`config.mk`:
```
export PLATFORM = sky130hd
export DESIGN_NAME = adsr_envelope_generator_unit
export DESIGN_NICKNAME = d
export VERILOG_FILES = /design/src/sv/adsr_pkg.sv /design/src/sv/adsr_envelope_generator_unit.sv /design/src/sv/adsr_div.sv
export SDC_FILE = /design/constraint.sdc
export NUM_CORES = 2
export LEC_CHECK = 0
export BUFFER_PORTS_ARGS = -buffer_cell sky130_fd_sc_hd__buf_2
export CORE_UTILIZATION = 30
export CTS_CLUSTER_SIZE = 25
export DETAILED_ROUTE_END_ITERATION = 6
export PLACE_DENSITY = 0.44
export SYNTH_ARGS = -nofsm -noshare
export SYNTH_HDL_FRONTEND = slang
export SYNTH_HIERARCHICAL = 1
export SYNTH_SLANG_ARGS = --single-unit
```
`constraint.sdc`:
```
create_clock -name i_clk -period 7.7 [get_ports i_clk]
set_input_delay 0.385 -clock i_clk [delete_from_list [all_inputs] [get_ports i_clk]]
set_output_delay 0.385 -clock i_clk [all_outputs]
set_load 0.1 [all_outputs]
```
`src/sv/adsr_pkg.sv`:
```
// Shared types, constants and register codes for the ADSR envelope generator.
package adsr_pkg;

    // Default parameter values for the top level.
    localparam int SAMPLE_BITS_DEF     = 24;
    localparam int LEVEL_FRAC_BITS_DEF = 31;
    localparam int TIME_BITS_DEF       = 22;

    // Fixed field widths of the configuration and result fields.
    localparam int TIME_REG_W  = 23;
    localparam int SUS_W       = 24;
    localparam int LEVEL_OUT_W = 24;
    localparam int STAGE_W     = 3;
    localparam int CMD_W       = 2;

    // APB port geometry.
    localparam int APB_ADDR_W = 4;
    localparam int APB_DATA_W = 32;

    // Sustain full scale in Q23.
    localparam logic [SUS_W-1:0] Q23_ONE = 24'd8388608;

    // Register reset values.
    localparam logic [TIME_REG_W-1:0] ATTACK_RST  = 23'd441;
    localparam logic [TIME_REG_W-1:0] DECAY_RST   = 23'd4410;
    localparam logic [SUS_W-1:0]      SUSTAIN_RST = 24'd5872026;
    localparam logic [TIME_REG_W-1:0] RELEASE_RST = 23'd8820;

    // Register indexes on the APB port.
    typedef enum logic [1:0] {
        REG_ATTACK  = 2'd0,
        REG_DECAY   = 2'd1,
        REG_SUSTAIN = 2'd2,
        REG_RELEASE = 2'd3
    } t_reg;

    // Input commands.
    typedef enum logic [CMD_W-1:0] {
        CMD_TICK = 2'd0,
        CMD_ON   = 2'd1,
        CMD_OFF  = 2'd2,
        CMD_RST  = 2'd3
    } t_cmd;

    // Envelope stages.
    typedef enum logic [STAGE_W-1:0] {
        STG_IDLE    = 3'd0,
        STG_ATTACK  = 3'd1,
        STG_DECAY   = 3'd2,
        STG_SUSTAIN = 3'd3,
        STG_RELEASE = 3'd4
    } t_stage;

    // Sequencer states.
    typedef enum logic [2:0] {
        SQ_IDLE = 3'd0,
        SQ_PREP = 3'd1,
        SQ_EXEC = 3'd2,
        SQ_WAIT = 3'd3,
        SQ_MUL  = 3'd4,
        SQ_OUT  = 3'd5
    } t_seq;

    // Which step register a quotient is written to.
    typedef enum logic [1:0] {
        TGT_ATK = 2'd0,
        TGT_DEC = 2'd1,
        TGT_REL = 2'd2
    } t_tgt;

endpackage

```
`src/sv/adsr_envelope_generator_unit.sv`:
```
// ADSR envelope generator: an accepted transaction passes the prepare, execute, multiply and output states.
// Note-on, note-off above zero and a tick that ends the attack add a divider pass in the wait state.
// Each step made stale by an attack, decay or sustain write adds a divider pass before execution.
// The next transaction is accepted the cycle after the result loads; a result stall holds the output state.
// Reset (i_rst_n low, synchronous) clears the envelope to idle at level zero.
// Registers return to their defaults and all steps to zero; there is no clearing pass.
module adsr_envelope_generator_unit import adsr_pkg::*; #(
    parameter int SAMPLE_BITS     = SAMPLE_BITS_DEF,
    parameter int LEVEL_FRAC_BITS = LEVEL_FRAC_BITS_DEF,
    parameter int TIME_BITS       = TIME_BITS_DEF
) (
    input  logic                   i_clk,
    input  logic                   i_rst_n,

    // Input channel.
    input  logic                   i_in_valid,
    output logic                   o_in_stall,
    input  logic [CMD_W-1:0]       i_cmd,
    input  logic [SAMPLE_BITS-1:0] i_audio_in,
    input  logic                   i_block_end,

    // Result channel.
    output logic                   o_out_valid,
    input  logic                   i_out_stall,
    output logic [LEVEL_OUT_W-1:0] o_level_out,
    output logic [SAMPLE_BITS-1:0] o_shaped_sample,
    output logic [STAGE_W-1:0]     o_stage_out,
    output logic                   o_block_last,

    // APB configuration port.
    input  logic                   psel,
    input  logic                   penable,
    input  logic                   pwrite,
    input  logic [APB_ADDR_W-1:0]  paddr,
    input  logic [APB_DATA_W-1:0]  pwdata,
    output logic [APB_DATA_W-1:0]  prdata,
    output logic                   pready
);

    localparam int LW = LEVEL_FRAC_BITS + 1;
    localparam int TW = TIME_BITS + 1;
    localparam int CW = (TW > TIME_REG_W) ? TW : TIME_REG_W;
    localparam int PW = SAMPLE_BITS + LW + 1;
    localparam logic [LW-1:0] LVL_ONE = LW'(1) << LEVEL_FRAC_BITS;
    localparam logic [CW-1:0] TIME_MAX = CW'(1) << TIME_BITS;

    // Configuration registers.
    logic [TIME_REG_W-1:0] r_attack;
    logic [TIME_REG_W-1:0] r_decay;
    logic [SUS_W-1:0]      r_sustain;
    logic [TIME_REG_W-1:0] r_release;

    // Envelope state.
    t_seq              r_seq, n_seq;
    t_stage            r_stage, n_stage;
    logic [LW-1:0]     r_level, n_level;
    logic [LW-1:0]     r_atk_step, n_atk_step;
    logic [LW-1:0]     r_dec_step, n_dec_step;
    logic [LW-1:0]     r_rel_step, n_rel_step;
    logic              r_atk_dirty, n_atk_dirty;
    logic              r_dec_dirty, n_dec_dirty;
    logic              r_ret_mul, n_ret_mul;
    t_tgt              r_tgt, n_tgt;

    // Captured transaction and product.
    t_cmd                   r_cmd;
    logic [SAMPLE_BITS-1:0] r_audio;
    logic                   r_blk;
    logic signed [PW-1:0]   r_prod;

    // Output register.
    logic                   r_out_valid;
    logic [LEVEL_OUT_W-1:0] r_level_out;
    logic [SAMPLE_BITS-1:0] r_shaped;
    logic [STAGE_W-1:0]     r_stage_out;
    logic                   r_block_last;

    // Internal signals.
    logic                  in_acc;
    logic                  out_free;
    logic                  cfg_wr;
    t_reg                  cfg_idx;
    logic [SUS_W-1:0]      sus_q23;
    logic [LW-1:0]         sus_int;
    logic [LEVEL_OUT_W-1:0] lvl_q23;
    logic [LW:0]           atk_sum;
    logic [LW:0]           dec_lim;
    logic                  div_start;
    t_tgt                  div_tgt;
    logic [LW-1:0]         div_num;
    logic [TW-1:0]         div_den;
    logic                  div_done;
    logic [LW-1:0]         div_quot;
    logic [LW-1:0]         step_q;
    logic signed [PW-1:0]  prod;

    // Time register as a divisor: zero acts as one, and values are capped at full range.
    function automatic logic [TW-1:0] clamp_t(input logic [TIME_REG_W-1:0] t);
        logic [CW-1:0] te;
        te = CW'(t);
        if (t == '0) begin
            clamp_t = TW'(1);
        end else if (te > TIME_MAX) begin
            clamp_t = TW'(TIME_MAX);
        end else begin
            clamp_t = TW'(te);
        end
    endfunction

    // Handshakes.
    assign o_in_stall = (r_seq != SQ_IDLE);
    assign in_acc     = i_in_valid && !o_in_stall;
    assign out_free   = !r_out_valid || !i_out_stall;
    assign cfg_wr     = psel && penable && pwrite && pready;
    assign cfg_idx    = t_reg'(paddr[3:2]);
    assign pready     = 1'b1;

    // Register readback.
    always_comb begin
        unique case (cfg_idx)
            REG_ATTACK:  prdata = APB_DATA_W'(r_attack);
            REG_DECAY:   prdata = APB_DATA_W'(r_decay);
            REG_SUSTAIN: prdata = APB_DATA_W'(r_sustain);
            REG_RELEASE: prdata = APB_DATA_W'(r_release);
            default:     prdata = '0;
        endcase
    end

    // Sustain level in Q23, saturated at one; converted to the internal format below.
    assign sus_q23 = (r_sustain > Q23_ONE) ? Q23_ONE : r_sustain;

    // Format conversions between Q23 and the internal level.
    generate
        if (LEVEL_FRAC_BITS >= 23) begin : g_wide_level
            assign sus_int = LW'(sus_q23) << (LEVEL_FRAC_BITS - 23);
            assign lvl_q23 = r_level[LEVEL_FRAC_BITS -: LEVEL_OUT_W];
        end else begin : g_narrow_level
            assign sus_int = LW'(sus_q23 >> (23 - LEVEL_FRAC_BITS));
            assign lvl_q23 = LEVEL_OUT_W'({r_level, {(23 - LEVEL_FRAC_BITS){1'b0}}});
        end
    endgenerate

    // Stage arithmetic and the quotient with its floor of one.
    assign atk_sum = {1'b0, r_level} + {1'b0, r_atk_step};
    assign dec_lim = {1'b0, sus_int} + {1'b0, r_dec_step};
    assign step_q  = (div_quot == '0) ? LW'(1) : div_quot;
    assign prod    = $signed(r_audio) * $signed({1'b0, r_level});

    // Divisor follows the step being computed.
    always_comb begin
        unique case (div_tgt)
            TGT_ATK: div_den = clamp_t(r_attack);
            TGT_DEC: div_den = clamp_t(r_decay);
            TGT_REL: div_den = clamp_t(r_release);
            default: div_den = TW'(1);
        endcase
    end

    adsr_div #(
        .NUM_W (LW),
        .DEN_W (TW)
    ) u_div (
        .i_clk   (i_clk),
        .i_rst_n (i_rst_n),
        .i_start (div_start),
        .i_num   (div_num),
        .i_den   (div_den),
        .o_done  (div_done),
        .o_quot  (div_quot)
    );

    // Sequencer next state.
    always_comb begin
        n_seq = r_seq;
        unique case (r_seq)
            SQ_IDLE: if (in_acc) n_seq = SQ_PREP;
            SQ_PREP: n_seq = (r_atk_dirty || r_dec_dirty) ? SQ_WAIT : SQ_EXEC;
            SQ_EXEC: n_seq = div_start ? SQ_WAIT : SQ_MUL;
            SQ_WAIT: begin
                if (div_done) n_seq = r_ret_mul ? SQ_MUL : SQ_PREP;
            end
            SQ_MUL:  n_seq = SQ_OUT;
            SQ_OUT:  if (out_free) n_seq = SQ_IDLE;
            default: n_seq = SQ_IDLE;
        endcase
    end

    // Sequencer outputs: envelope updates and divider requests.
    always_comb begin
        n_stage     = r_stage;
        n_level     = r_level;
        n_atk_step  = r_atk_step;
        n_dec_step  = r_dec_step;
        n_rel_step  = r_rel_step;
        n_atk_dirty = r_atk_dirty;
        n_dec_dirty = r_dec_dirty;
        n_ret_mul   = r_ret_mul;
        n_tgt       = r_tgt;
        div_start   = 1'b0;
        div_tgt     = r_tgt;
        div_num     = '0;

        unique case (r_seq)
            // Refresh steps that a register write has made stale.
            SQ_PREP: begin
                if (r_atk_dirty) begin
                    div_start   = 1'b1;
                    div_tgt     = TGT_ATK;
                    div_num     = LVL_ONE;
                    n_atk_dirty = 1'b0;
                end else if (r_dec_dirty) begin
                    div_start   = 1'b1;
                    div_tgt     = TGT_DEC;
                    div_num     = LVL_ONE - sus_int;
                    n_dec_dirty = 1'b0;
                end
                n_ret_mul = 1'b0;
            end

            // Apply the command to the envelope.
            SQ_EXEC: begin
                n_ret_mul = 1'b1;
                unique case (r_cmd)
                    CMD_TICK: begin
                        unique case (r_stage)
                            STG_ATTACK: begin
                                if (atk_sum >= {1'b0, LVL_ONE}) begin
                                    n_level   = LVL_ONE;
                                    n_stage   = STG_DECAY;
                                    div_start = 1'b1;
                                    div_tgt   = TGT_DEC;
                                    div_num   = LVL_ONE - sus_int;
                                end else begin
                                    n_level = atk_sum[LW-1:0];
                                end
                            end
                            STG_DECAY: begin
                                if ({1'b0, r_level} <= dec_lim) begin
                                    n_level = sus_int;
                                    n_stage = STG_SUSTAIN;
                                end else begin
                                    n_level = r_level - r_dec_step;
                                end
                            end
                            STG_SUSTAIN: n_level = sus_int;
                            STG_RELEASE: begin
                                if (r_level <= r_rel_step) begin
                                    n_level = '0;
                                    n_stage = STG_IDLE;
                                end else begin
                                    n_level = r_level - r_rel_step;
                                end
                            end
                            default: begin
                                n_level = '0;
                                n_stage = STG_IDLE;
                            end
                        endcase
                    end
                    CMD_ON: begin
                        // Already at peak: go straight to decay.
                        if (r_level >= LVL_ONE) begin
                            n_level   = LVL_ONE;
                            n_stage   = STG_DECAY;
                            div_start = 1'b1;
                            div_tgt   = TGT_DEC;
                            div_num   = LVL_ONE - sus_int;
                        end else begin
                            n_stage   = STG_ATTACK;
                            div_start = 1'b1;
                            div_tgt   = TGT_ATK;
                            div_num   = LVL_ONE - r_level;
                        end
                    end
                    CMD_OFF: begin
                        // Ignored when idle; a silent envelope simply stops.
                        if (r_stage != STG_IDLE) begin
                            if (r_level == '0) begin
                                n_stage = STG_IDLE;
                            end else begin
                                n_stage   = STG_RELEASE;
                                div_start = 1'b1;
                                div_tgt   = TGT_REL;
                                div_num   = r_level;
                            end
                        end
                    end
                    CMD_RST: begin
                        n_level = '0;
                        n_stage = STG_IDLE;
                    end
                    default: begin
                        n_level = '0;
                        n_stage = STG_IDLE;
                    end
                endcase
            end

            // Store the finished quotient.
            SQ_WAIT: begin
                if (div_done) begin
                    unique case (r_tgt)
                        TGT_ATK: n_atk_step = step_q;
                        TGT_DEC: n_dec_step = step_q;
                        TGT_REL: n_rel_step = step_q;
                        default: n_rel_step = r_rel_step;
                    endcase
                end
            end

            default: begin
                n_ret_mul = r_ret_mul;
            end
        endcase

        if (div_start) begin
            n_tgt = div_tgt;
        end

        // Register writes mark the steps that depend on them.
        if (cfg_wr && cfg_idx == REG_ATTACK) begin
            n_atk_dirty = 1'b1;
        end
        if (cfg_wr && (cfg_idx == REG_DECAY || cfg_idx == REG_SUSTAIN)) begin
            n_dec_dirty = 1'b1;
        end
    end

    // Control and envelope state registers.
    always_ff @(posedge i_clk) begin
        if (!i_rst_n) begin
            r_seq       <= SQ_IDLE;
            r_stage     <= STG_IDLE;
            r_level     <= '0;
            r_atk_step  <= '0;
            r_dec_step  <= '0;
            r_rel_step  <= '0;
            r_atk_dirty <= 1'b0;
            r_dec_dirty <= 1'b0;
            r_ret_mul   <= 1'b0;
            r_tgt       <= TGT_ATK;
        end else begin
            r_seq       <= n_seq;
            r_stage     <= n_stage;
            r_level     <= n_level;
            r_atk_step  <= n_atk_step;
            r_dec_step  <= n_dec_step;
            r_rel_step  <= n_rel_step;
            r_atk_dirty <= n_atk_dirty;
            r_dec_dirty <= n_dec_dirty;
            r_ret_mul   <= n_ret_mul;
            r_tgt       <= n_tgt;
        end
    end

    // Configuration registers.
    always_ff @(posedge i_clk) begin
        if (!i_rst_n) begin
            r_attack  <= ATTACK_RST;
            r_decay   <= DECAY_RST;
            r_sustain <= SUSTAIN_RST;
            r_release <= RELEASE_RST;
        end else if (cfg_wr) begin
            unique case (cfg_idx)
                REG_ATTACK:  r_attack  <= pwdata[TIME_REG_W-1:0];
                REG_DECAY:   r_decay   <= pwdata[TIME_REG_W-1:0];
                REG_SUSTAIN: r_sustain <= pwdata[SUS_W-1:0];
                REG_RELEASE: r_release <= pwdata[TIME_REG_W-1:0];
                default:     r_release <= r_release;
            endcase
        end
    end

    // Transaction capture and the sample product.
    always_ff @(posedge i_clk) begin
        if (in_acc) begin
            r_cmd   <= t_cmd'(i_cmd);
            r_audio <= i_audio_in;
            r_blk   <= i_block_end;
        end
        if (r_seq == SQ_MUL) begin
            r_prod <= (r_cmd == CMD_TICK) ? prod : '0;
        end
    end

    // Output register: valid flag under reset, payload loaded when the slot is free.
    always_ff @(posedge i_clk) begin
        if (!i_rst_n) begin
            r_out_valid <= 1'b0;
        end else if (r_seq == SQ_OUT && out_free) begin
            r_out_valid <= 1'b1;
        end else if (!i_out_stall) begin
            r_out_valid <= 1'b0;
        end
    end

    always_ff @(posedge i_clk) begin
        if (r_seq == SQ_OUT && out_free) begin
            r_level_out  <= lvl_q23;
            r_shaped     <= r_prod[LEVEL_FRAC_BITS + SAMPLE_BITS - 1 : LEVEL_FRAC_BITS];
            r_stage_out  <= r_stage;
            r_block_last <= r_blk;
        end
    end

    assign o_out_valid     = r_out_valid;
    assign o_level_out     = r_level_out;
    assign o_shaped_sample = r_shaped;
    assign o_stage_out     = r_stage_out;
    assign o_block_last    = r_block_last;

`ifndef SYNTHESIS
    // An accepted transaction closes the input until its result is loaded.
    a_busy_after_accept: assert property (@(posedge i_clk) disable iff (!i_rst_n)
        (i_in_valid && !o_in_stall) |=> o_in_stall)
        else $error("input accepted again right after a transaction");

    // The level never goes above full scale.
    a_level_range: assert property (@(posedge i_clk) disable iff (!i_rst_n)
        r_level <= LVL_ONE)
        else $error("envelope level above one");

    // An idle envelope is silent.
    a_idle_silent: assert property (@(posedge i_clk) disable iff (!i_rst_n)
        (r_stage == STG_IDLE) |-> (r_level == '0))
        else $error("idle stage with nonzero level");

    // A quotient only arrives while the sequencer waits for it.
    a_div_done_wait: assert property (@(posedge i_clk) disable iff (!i_rst_n)
        div_done |-> (r_seq == SQ_WAIT))
        else $error("divider finished outside the wait state");

    // A new result appears only from the output state.
    a_result_source: assert property (@(posedge i_clk) disable iff (!i_rst_n)
        $rose(o_out_valid) |-> $past(r_seq == SQ_OUT))
        else $error("result raised outside the output state");
`endif

endmodule

```
`src/sv/adsr_div.sv`:
```
// Iterative restoring divider shared by all envelope step computations.
module adsr_div import adsr_pkg::*; #(
    parameter int NUM_W = LEVEL_FRAC_BITS_DEF + 1,
    parameter int DEN_W = TIME_BITS_DEF + 1
) (
    input  logic             i_clk,
    input  logic             i_rst_n,
    input  logic             i_start,
    input  logic [NUM_W-1:0] i_num,
    input  logic [DEN_W-1:0] i_den,
    output logic             o_done,
    output logic [NUM_W-1:0] o_quot
);

    localparam int CNT_W = $clog2(NUM_W + 1);

    logic             r_busy;
    logic             r_done;
    logic [CNT_W-1:0] r_cnt;
    logic [NUM_W-1:0] r_quot;
    logic [DEN_W-1:0] r_rem;
    logic [DEN_W-1:0] r_den;

    logic [DEN_W:0]   shifted;
    logic [DEN_W:0]   diff;
    logic             fits;

    // One quotient bit per cycle: shift in the next dividend bit and try to subtract.
    always_comb begin
        shifted = {r_rem, r_quot[NUM_W-1]};
        diff    = shifted - {1'b0, r_den};
        fits    = (shifted >= {1'b0, r_den});
    end

    // Control: busy while the counter runs down from NUM_W, then a one-cycle done pulse.
    always_ff @(posedge i_clk) begin
        if (!i_rst_n) begin
            r_busy <= 1'b0;
            r_done <= 1'b0;
            r_cnt  <= '0;
        end else begin
            r_done <= 1'b0;
            if (i_start) begin
                r_busy <= 1'b1;
                r_cnt  <= CNT_W'(NUM_W);
            end else if (r_busy) begin
                r_cnt <= r_cnt - CNT_W'(1);
                if (r_cnt == CNT_W'(1)) begin
                    r_busy <= 1'b0;
                    r_done <= 1'b1;
                end
            end
        end
    end

    // Datapath: dividend register doubles as the quotient register.
    always_ff @(posedge i_clk) begin
        if (i_start) begin
            r_quot <= i_num;
            r_rem  <= '0;
            r_den  <= i_den;
        end else if (r_busy) begin
            r_quot <= {r_quot[NUM_W-2:0], fits};
            r_rem  <= fits ? diff[DEN_W-1:0] : shifted[DEN_W-1:0];
        end
    end

    assign o_done = r_done;
    assign o_quot = r_quot;

endmodule

```
==> impl_metrics.tcl <==
set metrics [dict create \
    synth_xor_area_share_pct 2.98 \
    dr.pass1.iters 7 \
    clk_latency_ps 730 \
    io_pins 157 \
    leakagePower_nw 25.6 \
    routed.top_layer "met5" \
    finalNetCount 7122 \
    post_dp_cell_area_um2 55200 \
    synth_area_per_cell_um2 8.67 \
    swShare_pct 35.5 \
    cts.clk_slew.worst_paths_ps 60 \
    dp_hpwl_um 136000 \
    ys.flop_type "dfxtp_1" \
    wl_met2_um 79300 \
    drc 0 \
    grtUsageTotal_pct 20.3 \
    antenna_found_initial 7 \
    grt_start_max_net_pins 105 \
    route.met3.wl_um 8970 \
    cp_top_family "compound AO/OA/AOI/OAI gates" \
    crit_path_end_kind "register" \
    finalWirelength_um 173000 \
    path_class "reg -> reg" \
    hold_viol_final 0 \
    start_util_pct 30.2 \
    io_buffers 137 \
    final-setup-viol-count 0 \
    area.growth.synth_to_final_pct 14.6 \
    numCtsBuffers 57 \
    worstMarginPinSlew_ps 1140 \
    grt-ovfl-total 0 \
    cap_violations 0 \
    required_ps 8250 \
    crit_path_start_kind "register" \
    total_power_mw 7.42 \
    design_area_um2 57900 \
    wire_per_inst_um 20.9 \
    synth_compound_area_share_pct 13.1 \
    clkPwrFrac_pct 37.9 \
    core_um2 167000 \
    htreeDepth 2 \
    routabilityCongestion 0.886 \
    final_common_cell "nand2_1" \
    synthAdderAreaFrac_pct 35.6 \
    cp_common_cell "buf_4" \
    grt_pass1_vias 41800 \
    final_layout_size_suffix_gt1_share_pct 10.5 \
    async_flop_share_pct 0 \
    p_comb_share_pct 27.0 \
    fin_crit_ps 7390 \
    die_area_um2 170000 \
    internal_power_mw 4.78 \
    critPathBufInv 7 \
    cp.arrival_ps 7940 \
    drt_iter0_drc 2880 \
    layout_common_cells "1039 x nand2_1, 852 x inv_1, 662 x fa_1, 372 x ha_1, 290 x and2_1" \
    synth_mux_area_share_pct 1.54 \
    fin_skew_ps 69.8 \
    slew_violations 0 \
    syn_area_um2 50500 \
    fin_setup_tns_ps 0 \
    switchingPower_mw 2.64 \
    clk_path_buf_depth 3 \
    vias 41300 \
    row_count 150 \
    grt_pass1_wl_um 264000 \
    powerDensity_nw_per_um2 128 \
    cts_root_buf "clkbuf_16" \
    min-delay-path-class "in -> reg" \
    fillers 17500 \
    crit_path_max_incr_delay_ps 470 \
    routed_via_density 5.00 \
    path_max_fanout 6 \
    ys_seq_area_share_pct 19.9 \
    synth.distinct_cells 92 \
    final.period_utilization_pct 96.0 \
    max_freq_mhz 135 \
    die_y_um 412 \
    synth_edf_count 158 \
    ys_warn_count 6 \
    power_frac_seq_pct 35.1 \
    cts_tree "done" \
    ant_nets 0 \
    wl_met1_um 81400 \
    yosys.area_share.simple_pct 17.9 \
    synth_top_family_by_area "adder cells" \
    status "complete, no violations" \
    netlist_instances 5826 \
    ir_worst_vdd_uv 182 \
    relSlewSlack_pct 23.9 \
    chipWidth_um 412 \
    cpMaxStageDelayCell "or3_1" \
    ys_seq_elements 422 \
    clock-sinks 422 \
]
## metal layers
metal | up-vias | global-route usage (%)
met4 | 4 | 3.68
met5 | - | 0
met1 | 20800 | 28.9
li1 | 19200 | -
met3 | 162 | 2.54
met2 | 1051 | 33.1
## sequential cells by signal (all words and copies together), names as in the netlist, 24 cells and up
name and count:
r_rel_step 32, r_prod 24, r_atk_step 32, r_audio 24, r_sustain 24, r_level 32
o_shaped_sample 24, o_level_out 24, r_dec_step 32, u_div/o_quot 32
## logic make-up (layout without fill, tap and decap cells)
logic type | after synthesis | count (layout)
and+or+nand+nor | 1952 | 1952
AOI/OAI and AO/OA | 963 | 963
xor gates and xnor gates | 172 | 172
DFF | 422 | 422
buffers and inverters | 1202 | 1430
other | 2 | 10
adders and majority gates | 1039 | 1039
muxes | 74 | 74
## per-stage QoR
step	cells	worst slack (ps)	util [%]	hold WS [ps]
after floorplan	5833	513	-	400
after global placement	8104	-393	33.0	404
after detailed placement	8104	-427	33.0	406
after CTS	8262	16.7	34.5	30.4
after global routing	8265	-30.2	34.6	57.9
final	8266	311	34.6	70.9
## power groups by stage
stage / Combinational (mW) / Clock, mW / Sequential (mW)
detailed placement: 1.97 / 0 / 2.65
CTS: 2.00 / 2.90 / 2.61
floorplan: 1.31 / 0 / 2.63
finish: 2.01 / 2.81 / 2.60
global route: 2.20 / 2.98 / 2.62
global placement: 1.96 / 0 / 2.65
## cell usage after synthesis, types with 84 or more instances
cell,instances,area (um^2)
nor2_1,193,724
inv_1,852,3200
a21boi_0,161,1210
a21oi_1,201,1010
o21ai_0,143,716
clkbuf_1,298,1120
ha_1,376,4700
nand2_1,1041,3910
xnor2_1,109,955
nor3_1,84,420
edfxtp_1,158,4740
and2_1,291,1820
dfxtp_1,264,5290
fa_1,662,13300
## cell type report
type / count / area [um^2] / area share (%)
multi-input cells: 4209 / 36200 / 62.5
flip-flops and latches: 422 / 10100 / 17.4
repair buffers: 472 / 3730 / 6.45
inverters: 852 / 3200 / 5.52
well taps: 2204 / 2760 / 4.76
clock buffers: 74 / 1550 / 2.68
clock inverters: 32 / 399 / 0.689
diodes: 1 / 2.50 / 0.00432
## worst reg2reg max path, delay by kind of cell, from the launching register on
family	cells	cell delay [ps]
AND/OR/NAND/NOR	10	1860
buffers and inverters	7	1190
adder cells (fa/ha/maj)	2	580
multiplexers	1	300
flip-flops	1	310
AO/OA/AOI/OAI	15	2810
XOR/XNOR	1	150
## worst paths after layout
kind,from,to,slack [ps],depth (start not counted)
worst min register to register,r_prod[32]$_SDFFCE_PN0P_,o_shaped_sample[1]$_DFFE_PP_,420,0
worst max-delay path,r_sustain[14]$_SDFFE_PN0P_,r_level[14]$_SDFFE_PN0P_,310,36
worst max register to register,r_sustain[14]$_SDFFE_PN0P_,r_level[14]$_SDFFE_PN0P_,310,36
worst min-delay path,i_in_valid,r_cmd[0]$_DFFE_PP_,70,3
## repair_timing
action / in CTS / in global routing
setup endpoints to repair: 12 / 49
hold endpoints to repair: 119 / 0
pin swaps: 0 / 9
hold buffers: 52 / 0
setup buffers: 0 / 3
resized for setup: 7 / 42
No activity file was read; power rests on OpenSTA's default activity.
